### src/rtl/assert_macros.svh
// ----------------------------------------------------------------------------
// Assertion macros
// Shared concurrent assertion forms for the frame decoder RTL.
// ----------------------------------------------------------------------------
`ifndef ASSERT_MACROS_SVH
`define ASSERT_MACROS_SVH

// Same-cycle implication, disabled while reset is held.
`define ASSERT_IMPL(label, clk, rst_n, ante, cons) \
  label: assert property (@(posedge clk) disable iff (!(rst_n)) (ante) |-> (cons)) \
    else $error("assertion failed: same-cycle implication");

// Next-cycle implication, disabled while reset is held.
`define ASSERT_NEXT(label, clk, rst_n, ante, cons) \
  label: assert property (@(posedge clk) disable iff (!(rst_n)) (ante) |=> (cons)) \
    else $error("assertion failed: next-cycle implication");

// Condition that must never hold outside reset.
`define ASSERT_NEVER(label, clk, rst_n, cond) \
  label: assert property (@(posedge clk) disable iff (!(rst_n)) !(cond)) \
    else $error("assertion failed: forbidden condition");

`endif

### src/rtl/fmd_pkg.sv
// ----------------------------------------------------------------------------
// fmd_pkg
// Beat types, header layout, status codes and the CRC-16/CCITT-FALSE byte
// update for the framed message decoder.
// ----------------------------------------------------------------------------
package fmd_pkg;

  // Frame layout
  localparam int HEADER_BYTES = 10;
  localparam int MAX_PAYLOAD  = 256;

  // Header byte positions
  localparam logic [3:0] HDR_MAGIC0  = 4'd0;
  localparam logic [3:0] HDR_MAGIC1  = 4'd1;
  localparam logic [3:0] HDR_VERSION = 4'd2;
  localparam logic [3:0] HDR_TYPE    = 4'd3;
  localparam logic [3:0] HDR_FLAGS   = 4'd4;
  localparam logic [3:0] HDR_SEQ_LO  = 4'd6;
  localparam logic [3:0] HDR_SEQ_HI  = 4'd7;
  localparam logic [3:0] HDR_LEN_LO  = 4'd8;
  localparam logic [3:0] HDR_LEN_HI  = 4'd9;

  localparam logic [7:0] MAGIC_FIRST  = 8'h51;
  localparam logic [7:0] MAGIC_SECOND = 8'h47;

  // CRC-16/CCITT-FALSE
  localparam logic [15:0] CRC_POLY = 16'h1021;
  localparam logic [15:0] CRC_INIT = 16'hFFFF;

  // Byte counter saturation value
  localparam logic [15:0] POS_MAX = 16'hFFFF;

  // Status codes
  localparam logic [2:0] ST_OK          = 3'd0;
  localparam logic [2:0] ST_BAD_LENGTH  = 3'd1;
  localparam logic [2:0] ST_BAD_MAGIC   = 3'd2;
  localparam logic [2:0] ST_BAD_VERSION = 3'd3;
  localparam logic [2:0] ST_CRC_ERROR   = 3'd4;

  typedef struct packed {
    logic [7:0] rx_byte;
    logic       last;
  } in_beat_t;

  typedef struct packed {
    logic        is_status;
    logic [7:0]  payload_byte;
    logic [2:0]  status;
    logic [7:0]  msg_type;
    logic [7:0]  frame_flags;
    logic [15:0] sequence_res;
    logic [8:0]  body_len;
  } out_beat_t;

  // One byte through the MSB-first CRC, eight shift steps unrolled
  function automatic logic [15:0] crc16_byte(input logic [15:0] crc, input logic [7:0] b);
    logic [15:0] c;
    c = crc ^ {b, 8'h00};
    for (int k = 0; k < 8; k++) begin
      c = c[15] ? ((c << 1) ^ CRC_POLY) : (c << 1);
    end
    return c;
  endfunction

endpackage

### src/rtl/fmd_parser.sv
// ----------------------------------------------------------------------------
// fmd_parser
// Per-frame state and combinational decode of one byte: header capture, CRC
// update, payload pass-through and the end-of-buffer status.
// ----------------------------------------------------------------------------
`include "assert_macros.svh"

module fmd_parser (
  input  logic               clk,
  input  logic               rst_n,
  input  logic               step,
  input  fmd_pkg::in_beat_t  beat,
  input  logic [7:0]         version,
  output logic               res_valid,
  output fmd_pkg::out_beat_t res
);
  import fmd_pkg::*;

  logic [15:0] pos_r, pos_nxt;
  logic [15:0] crc_r, crc_nxt;
  logic [15:0] rcrc_r, rcrc_nxt;
  logic [15:0] len_r, len_nxt;
  logic [7:0]  type_r, type_nxt;
  logic [7:0]  flags_r, flags_nxt;
  logic [15:0] seq_r, seq_nxt;
  logic        magic_err_r, magic_err_nxt;
  logic        ver_err_r, ver_err_nxt;

  logic [7:0]  b;
  logic [16:0] pos_ext;
  logic [16:0] crc_pos;
  logic [16:0] n;
  logic        in_header;
  logic        in_payload;
  logic        len_bad;
  logic [2:0]  st;

  assign b         = beat.rx_byte;
  assign pos_ext   = {1'b0, pos_r};
  assign crc_pos   = 17'(HEADER_BYTES) + {1'b0, len_r};
  assign in_header = pos_r < 16'(HEADER_BYTES);
  assign in_payload = !in_header && (pos_ext < crc_pos);

  // Next frame state for this byte
  always_comb begin
    crc_nxt       = crc_r;
    rcrc_nxt      = rcrc_r;
    len_nxt       = len_r;
    type_nxt      = type_r;
    flags_nxt     = flags_r;
    seq_nxt       = seq_r;
    magic_err_nxt = magic_err_r;
    ver_err_nxt   = ver_err_r;
    if (in_header) begin
      crc_nxt = crc16_byte(crc_r, b);
      unique case (pos_r[3:0])
        HDR_MAGIC0:  magic_err_nxt = magic_err_r | (b != MAGIC_FIRST);
        HDR_MAGIC1:  magic_err_nxt = magic_err_r | (b != MAGIC_SECOND);
        HDR_VERSION: ver_err_nxt   = ver_err_r | (b != version);
        HDR_TYPE:    type_nxt      = b;
        HDR_FLAGS:   flags_nxt     = b;
        HDR_SEQ_LO:  seq_nxt       = {8'h00, b};
        HDR_SEQ_HI:  seq_nxt       = {b, seq_r[7:0]};
        HDR_LEN_LO:  len_nxt       = {8'h00, b};
        HDR_LEN_HI:  len_nxt       = {b, len_r[7:0]};
        default:     ;
      endcase
    end else if (in_payload) begin
      crc_nxt = crc16_byte(crc_r, b);
    end else if (pos_ext == crc_pos) begin
      rcrc_nxt = {8'h00, b};
    end else if (pos_ext == crc_pos + 17'd1) begin
      rcrc_nxt = {b, rcrc_r[7:0]};
    end
    pos_nxt = (pos_r == POS_MAX) ? pos_r : pos_r + 16'd1;
  end

  // End-of-buffer status, by priority
  assign n       = pos_ext + 17'd1;
  assign len_bad = len_nxt > 16'(MAX_PAYLOAD);

  always_comb begin
    priority if (n < 17'(HEADER_BYTES + 2)) begin
      st = ST_BAD_LENGTH;
    end else if (magic_err_nxt) begin
      st = ST_BAD_MAGIC;
    end else if (ver_err_nxt) begin
      st = ST_BAD_VERSION;
    end else if (len_bad) begin
      st = ST_BAD_LENGTH;
    end else if (n != 17'(HEADER_BYTES) + {1'b0, len_nxt} + 17'd2) begin
      st = ST_BAD_LENGTH;
    end else if (crc_nxt != rcrc_nxt) begin
      st = ST_CRC_ERROR;
    end else begin
      st = ST_OK;
    end
  end

  // Result beat: status on the last byte, else a tentative payload byte
  always_comb begin
    res       = '0;
    res_valid = 1'b0;
    if (beat.last) begin
      res_valid     = 1'b1;
      res.is_status = 1'b1;
      res.status    = st;
      if (st == ST_OK) begin
        res.msg_type     = type_nxt;
        res.frame_flags  = flags_nxt;
        res.sequence_res = seq_nxt;
        res.body_len     = len_nxt[8:0];
      end
    end else if (in_payload && !magic_err_nxt && !ver_err_nxt && !len_bad) begin
      res_valid        = 1'b1;
      res.payload_byte = b;
    end
  end

  // Frame state; the last byte of a buffer returns it to the reset values
  always_ff @(posedge clk) begin
    if (!rst_n || (step && beat.last)) begin
      pos_r       <= '0;
      crc_r       <= CRC_INIT;
      rcrc_r      <= '0;
      len_r       <= '0;
      type_r      <= '0;
      flags_r     <= '0;
      seq_r       <= '0;
      magic_err_r <= 1'b0;
      ver_err_r   <= 1'b0;
    end else if (step) begin
      pos_r       <= pos_nxt;
      crc_r       <= crc_nxt;
      rcrc_r      <= rcrc_nxt;
      len_r       <= len_nxt;
      type_r      <= type_nxt;
      flags_r     <= flags_nxt;
      seq_r       <= seq_nxt;
      magic_err_r <= magic_err_nxt;
      ver_err_r   <= ver_err_nxt;
    end
  end

  `ASSERT_NEXT(a_last_clears, clk, rst_n, step && beat.last, pos_r == '0 && crc_r == CRC_INIT)
  `ASSERT_NEXT(a_pos_counts, clk, rst_n, step && !beat.last && pos_r != POS_MAX,
               pos_r == $past(pos_r) + 16'd1)
  `ASSERT_IMPL(a_magic_after_hdr, clk, rst_n, magic_err_r, pos_r != '0)
  `ASSERT_IMPL(a_ver_after_hdr, clk, rst_n, ver_err_r, pos_r > 16'd2)

endmodule

### src/rtl/framed_message_decoder_crc16.sv
// ----------------------------------------------------------------------------
// framed_message_decoder_crc16
// Byte-stream decoder for a framed message with a CRC-16/CCITT-FALSE trailer.
// ----------------------------------------------------------------------------
// Usage:
//   in_*  : one buffer byte per beat; in_data.last marks the buffer's final byte.
//   out_* : a tentative payload beat per payload byte (is_status = 0) while no
//           header error is known, and one status beat (is_status = 1) on the
//           last byte, carrying the header fields when the status is ok.
//   cfg_* : cfg_we writes cfg_wdata into the expected protocol version; write
//           it only while no buffer is in flight.
//   An accepted beat lands in the input register; its result is loaded into
//   the result register when the input register advances and can be taken
//   from there. Throughput is one byte per cycle while no stall holds, bounded
//   by the byte-wide CRC update that feeds back into the running CRC register.
//   Reset (rst_n low, synchronous) empties both registers, clears the frame
//   state and sets the expected version to 1.
//   When out_stall is high with a result waiting, the input register holds
//   one more byte; in_stall rises only once that register is full too.
// ----------------------------------------------------------------------------
`include "assert_macros.svh"

module framed_message_decoder_crc16 (
  input  logic               clk,
  input  logic               rst_n,
  // Input byte channel
  input  logic               in_valid,
  output logic               in_stall,
  input  fmd_pkg::in_beat_t  in_data,
  // Result channel
  output logic               out_valid,
  input  logic               out_stall,
  output fmd_pkg::out_beat_t out_data,
  // Configuration
  input  logic               cfg_we,
  input  logic [7:0]         cfg_wdata
);
  import fmd_pkg::*;

  logic       s1_valid_r;
  in_beat_t   s1_data_r;
  logic       out_valid_r;
  out_beat_t  out_data_r;
  logic [7:0] version_r;
  logic       s1_adv;
  logic       step;
  logic       res_valid;
  out_beat_t  res;

  // Input register advances when the result register is free or draining
  assign s1_adv   = !out_valid_r || !out_stall;
  assign step     = s1_valid_r && s1_adv;
  assign in_stall = s1_valid_r && !s1_adv;

  // Expected protocol version
  always_ff @(posedge clk) begin
    if (!rst_n) begin
      version_r <= 8'd1;
    end else if (cfg_we) begin
      version_r <= cfg_wdata;
    end
  end

  // Input register
  always_ff @(posedge clk) begin
    if (!rst_n) begin
      s1_valid_r <= 1'b0;
    end else if (!in_stall) begin
      s1_valid_r <= in_valid;
    end
  end

  always_ff @(posedge clk) begin
    if (in_valid && !in_stall) begin
      s1_data_r <= in_data;
    end
  end

  fmd_parser u_parser (
    .clk       (clk),
    .rst_n     (rst_n),
    .step      (step),
    .beat      (s1_data_r),
    .version   (version_r),
    .res_valid (res_valid),
    .res       (res)
  );

  // Result register
  always_ff @(posedge clk) begin
    if (!rst_n) begin
      out_valid_r <= 1'b0;
    end else if (s1_adv) begin
      out_valid_r <= step && res_valid;
    end
  end

  always_ff @(posedge clk) begin
    if (step) begin
      out_data_r <= res;
    end
  end

  assign out_valid = out_valid_r;
  assign out_data  = out_data_r;

  `ASSERT_IMPL(a_stall_needs_item, clk, rst_n, in_stall, s1_valid_r && out_valid_r)
  `ASSERT_IMPL(a_payload_beat_clean, clk, rst_n, out_valid_r && !out_data_r.is_status,
               out_data_r.status == ST_OK && out_data_r.body_len == '0)
  `ASSERT_IMPL(a_bad_status_no_hdr, clk, rst_n,
               out_valid_r && out_data_r.is_status && out_data_r.status != ST_OK,
               out_data_r.sequence_res == '0 && out_data_r.msg_type == '0)

endmodule

### config.mk
export PLATFORM = sky130hd
export DESIGN_NAME = framed_message_decoder_crc16
export DESIGN_NICKNAME = d
export VERILOG_FILES = /design/src/rtl/fmd_pkg.sv /design/src/rtl/fmd_parser.sv /design/src/rtl/framed_message_decoder_crc16.sv
export VERILOG_INCLUDE_DIRS = /design/src /design/src/rtl
export SDC_FILE = /design/constraint.sdc
export NUM_CORES = 1
export LEC_CHECK = 0
export CAP_MARGIN = 15
export CELL_PAD_IN_SITES_DETAIL_PLACEMENT = 1
export CELL_PAD_IN_SITES_GLOBAL_PLACEMENT = 1
export CORE_UTILIZATION = 50
export DETAILED_ROUTE_END_ITERATION = 8
export DONT_BUFFER_PORTS = 1
export PLACE_DENSITY_LB_ADDON = 0.1
export SLEW_MARGIN = 20
export SYNTH_ARGS = -nofsm -noshare
export SYNTH_HDL_FRONTEND = slang
export SYNTH_SLANG_ARGS = --single-unit
### constraint.sdc
create_clock -name clk -period 6.23 [get_ports clk]
set_input_delay 1.869 -clock clk [delete_from_list [all_inputs] [get_ports clk]]
set_output_delay 1.869 -clock clk [all_outputs]
set_load 0.01 [all_outputs]
==> reports/results.tsv <==
metric	value	unit
port buffer count	0	
Mapped Cells	1314	
layout cells sized above 1	0.1107	
commonest non-fill, non-tap cell in the layout	nand2_1	
CTS tree	yes	
Antenna Nets Post-Route	0	
first-pass GRT wire length	59020	um
combinational power share	0.164	
clock latency at the later pin of the worst-skew pair	0.45	ns
CTS Sinks	170	
Yosys top cell area share	0.1927	
hold-critical path depth	2	
Sw Ratio	0.3186	
sequential power share	0.448	
final hold violations	0	
Synth area leaders	dfxtp_1 19%, edfxtp_1 17%, xnor2_1 5.5%	
vias in the first global route	10175	
htree depth	4	
area post-placement	11410	um^2
fill count	2601	
# DRC	0	
worst-margin pin slew	0.9709	ns
Die H	151.8	um
clock network fraction of design power	0.389	
max-slew violations	0	
Pleak	4.052	nW
Cell Count, Final, Fillers Out	1563	
syn nets	1360	
Die ar.	23040	um^2
Setup violations, final	0	
post-synth top area cell	dfxtp_1	
Worst setup SP type	flop	
Die Wd	151.8	um
Crit path arrival time	5.80	ns
most frequent cells in the layout	147 x nand2_1, 108 x dfxtp_1, 103 x nor2_1, 88 x a21oi_1, 71 x xnor2_1	
GR Util All Layers	0.3421	
Vias/cell	6.581	
worst reg2reg path depth	18	
via count	10286	
worst setup path category	reg -> reg	
setup bufs post-CTS	0	
DP HPWL	27370	um
worst-path maximum fanout	21	
Reg clk slew, reported paths	0.08	ns
hold_buf cts	0	
initial antenna violation count	0	
HP Class	reg -> reg	
unrepaired setup endpoints after global routing	no	
Num CTS Buffers	17	
Async S/R FF share, synth	0	
Syn Area/Cell	8.537	um^2
DP Cell Count	1531	
post-CTS sizing	0	
P&R area growth vs syn	6.881	%
relative slew slack	0.3528	
Cell Area, Synth	11220	um^2
Initial Util	0.5125	
Final #Nets	1316	
skew final	0.01500	ns
largest net degree at the start of global routing	48	
YS warnings	0	
Worst Setup End Kind	flop	
Iteration-0 DRC Markers	665	
clock tree buffer depth	2	
area of the multi-input gates	6636	um^2
P_int	1.880	mW
critical path required time	6.41	ns
Synth Register Bits	170	
pwr/cell area	230.1	nW/um^2
FF+latch area	4024	um^2
first-pass iteration count of the detailed router	6	
status	finished, final reports clean	
total gr overflow	0	
Top FF cell, synth	dfxtp_1	
sequential share of the synthesized area	0.3587	
area of the core	21890	um^2
fmax	178.0	MHz
Post-synth EDFFs	62	
I/O pins	77	
final WL	38480	um
Final Cell Area	11990	um^2
Placer Congestion	0.9380	
fin crit period	5.617	ns
post-DR wirelength/cell	24.62	um
Setup TNS Final	0	ns
Root Driver	clkbuf_16	
Peak supply drop	0.1961	mV
Switch Pwr	0.8790	mW
final period utilization	0.9016	
num rows	54	
antenna cells	0	
maxcap violations	0	
post-synthesis cell type count	87	
[per-stage QoR]
step	setup WS, ns	total power [mW]	hold WS (ns)	utilization
floorplan	1.728	1.563	0.4323	-
finish	0.6130	2.759	0.4607	0.5477
CTS	0.6929	2.757	0.4612	0.5477
detailed placement	0.7222	1.697	0.4509	0.5214
global placement	0.8748	1.686	0.4455	0.5214
global route	0.1642	2.845	0.4896	0.5477
[registers in the layout (all words and copies together) (netlist names)]
signal and cells:
u_parser.flags_r 8, u_parser.rcrc_r 16, u_parser.crc_r 16, u_parser.seq_r 16, version_r 8, out_data 53, u_parser.ver_err_r 1, s1_data_r 9
u_parser.magic_err_r 1, s1_valid_r 1, u_parser.pos_r 16, u_parser.type_r 8, out_valid 1, u_parser.len_r 16
[cell type report]
type                            count  area share
Clock buffer                       18     0.03579
Clock inverter                     14     0.01231
Inverter                           31    0.009809
Multi-Input combinational cell   1012      0.5535
Sequential cell                   170      0.3356
Tap cell                          280     0.02922
Timing Repair Buffer               38     0.02379
[path summary, 6_finish.rpt]
kind,start,endpoint,slack [ns]
min reg2reg,u_parser.flags_r[2]$_SDFFE_PP0P_,u_parser.flags_r[2]$_SDFFE_PP0P_,0.46
max reg2reg,u_parser.len_r[1]$_SDFFE_PP0P_,out_data[43]$_SDFFCE_PN0P_,0.61
max,u_parser.len_r[1]$_SDFFE_PP0P_,out_data[43]$_SDFFCE_PN0P_,0.61
min,u_parser.flags_r[2]$_SDFFE_PP0P_,u_parser.flags_r[2]$_SDFFE_PP0P_,0.46
[layer usage]
metal,wire length (um),part of all wire,track usage,vias to the layer above
met5,0,0,0,-
met4,1416,0.037,0.1436,0
met3,2476,0.064,0.06527,105
met2,18530,0.48,0.5677,378
met1,16050,0.42,0.4322,5130
li1,-,-,-,4673
[logic make-up after synthesis]
group,share of synthesized area
DFF,0.3587
muxes,0.01885
and+or+nand+nor,0.2417
AOI/OAI and AO/OA,0.2032
buffers and inverters,0.05019
xor gates and xnor gates,0.1006
adders and majority gates,0.02677
[power by group through the flow]
stage | clock (mW) | sequential (mW) | combinational (mW)
after floorplan | 0 | 1.24 | 0.326
after global placement | 0 | 1.26 | 0.428
after detailed placement | 0 | 1.26 | 0.438
after CTS | 1.08 | 1.23 | 0.441
after global routing | 1.12 | 1.24 | 0.485
final | 1.07 | 1.23 | 0.452
[cell usage after synthesis, types with 16 or more instances]
cell type and n:
nand2_1 149, dfxtp_1 108, nor2_1 103, a21oi_1 88, xnor2_1 71, clkbuf_1 69
edfxtp_1 62, o21ai_0 59, a22oi_1 57, xor2_1 45, nand3_1 42, nor3_2 39
nor3_1 31, inv_1 30, ha_1 24, buf_2 21, mux2i_1 20, o211ai_1 19
or3_1 19, and3_1 18, nor2b_1 16
[critical path: stages (launching register included)]
cell	delay (ns)
dfxtp_1	0.58
ha_1	0.30
o211ai_4	0.13
nor4_2	0.45
xnor2_1	0.20
inv_1	0.07
ha_1	0.22
nor3_1	0.18
o211ai_1	0.15
a21o_1	0.21
o21ai_2	0.52
nor2_1	0.25
a21boi_0	0.51
nor2_1	0.11
a2111o_1	0.39
nor3_1	0.33
o211ai_4	0.24
buf_4	0.31
nor2b_1	0.17
(Power assumes the default switching activity.)
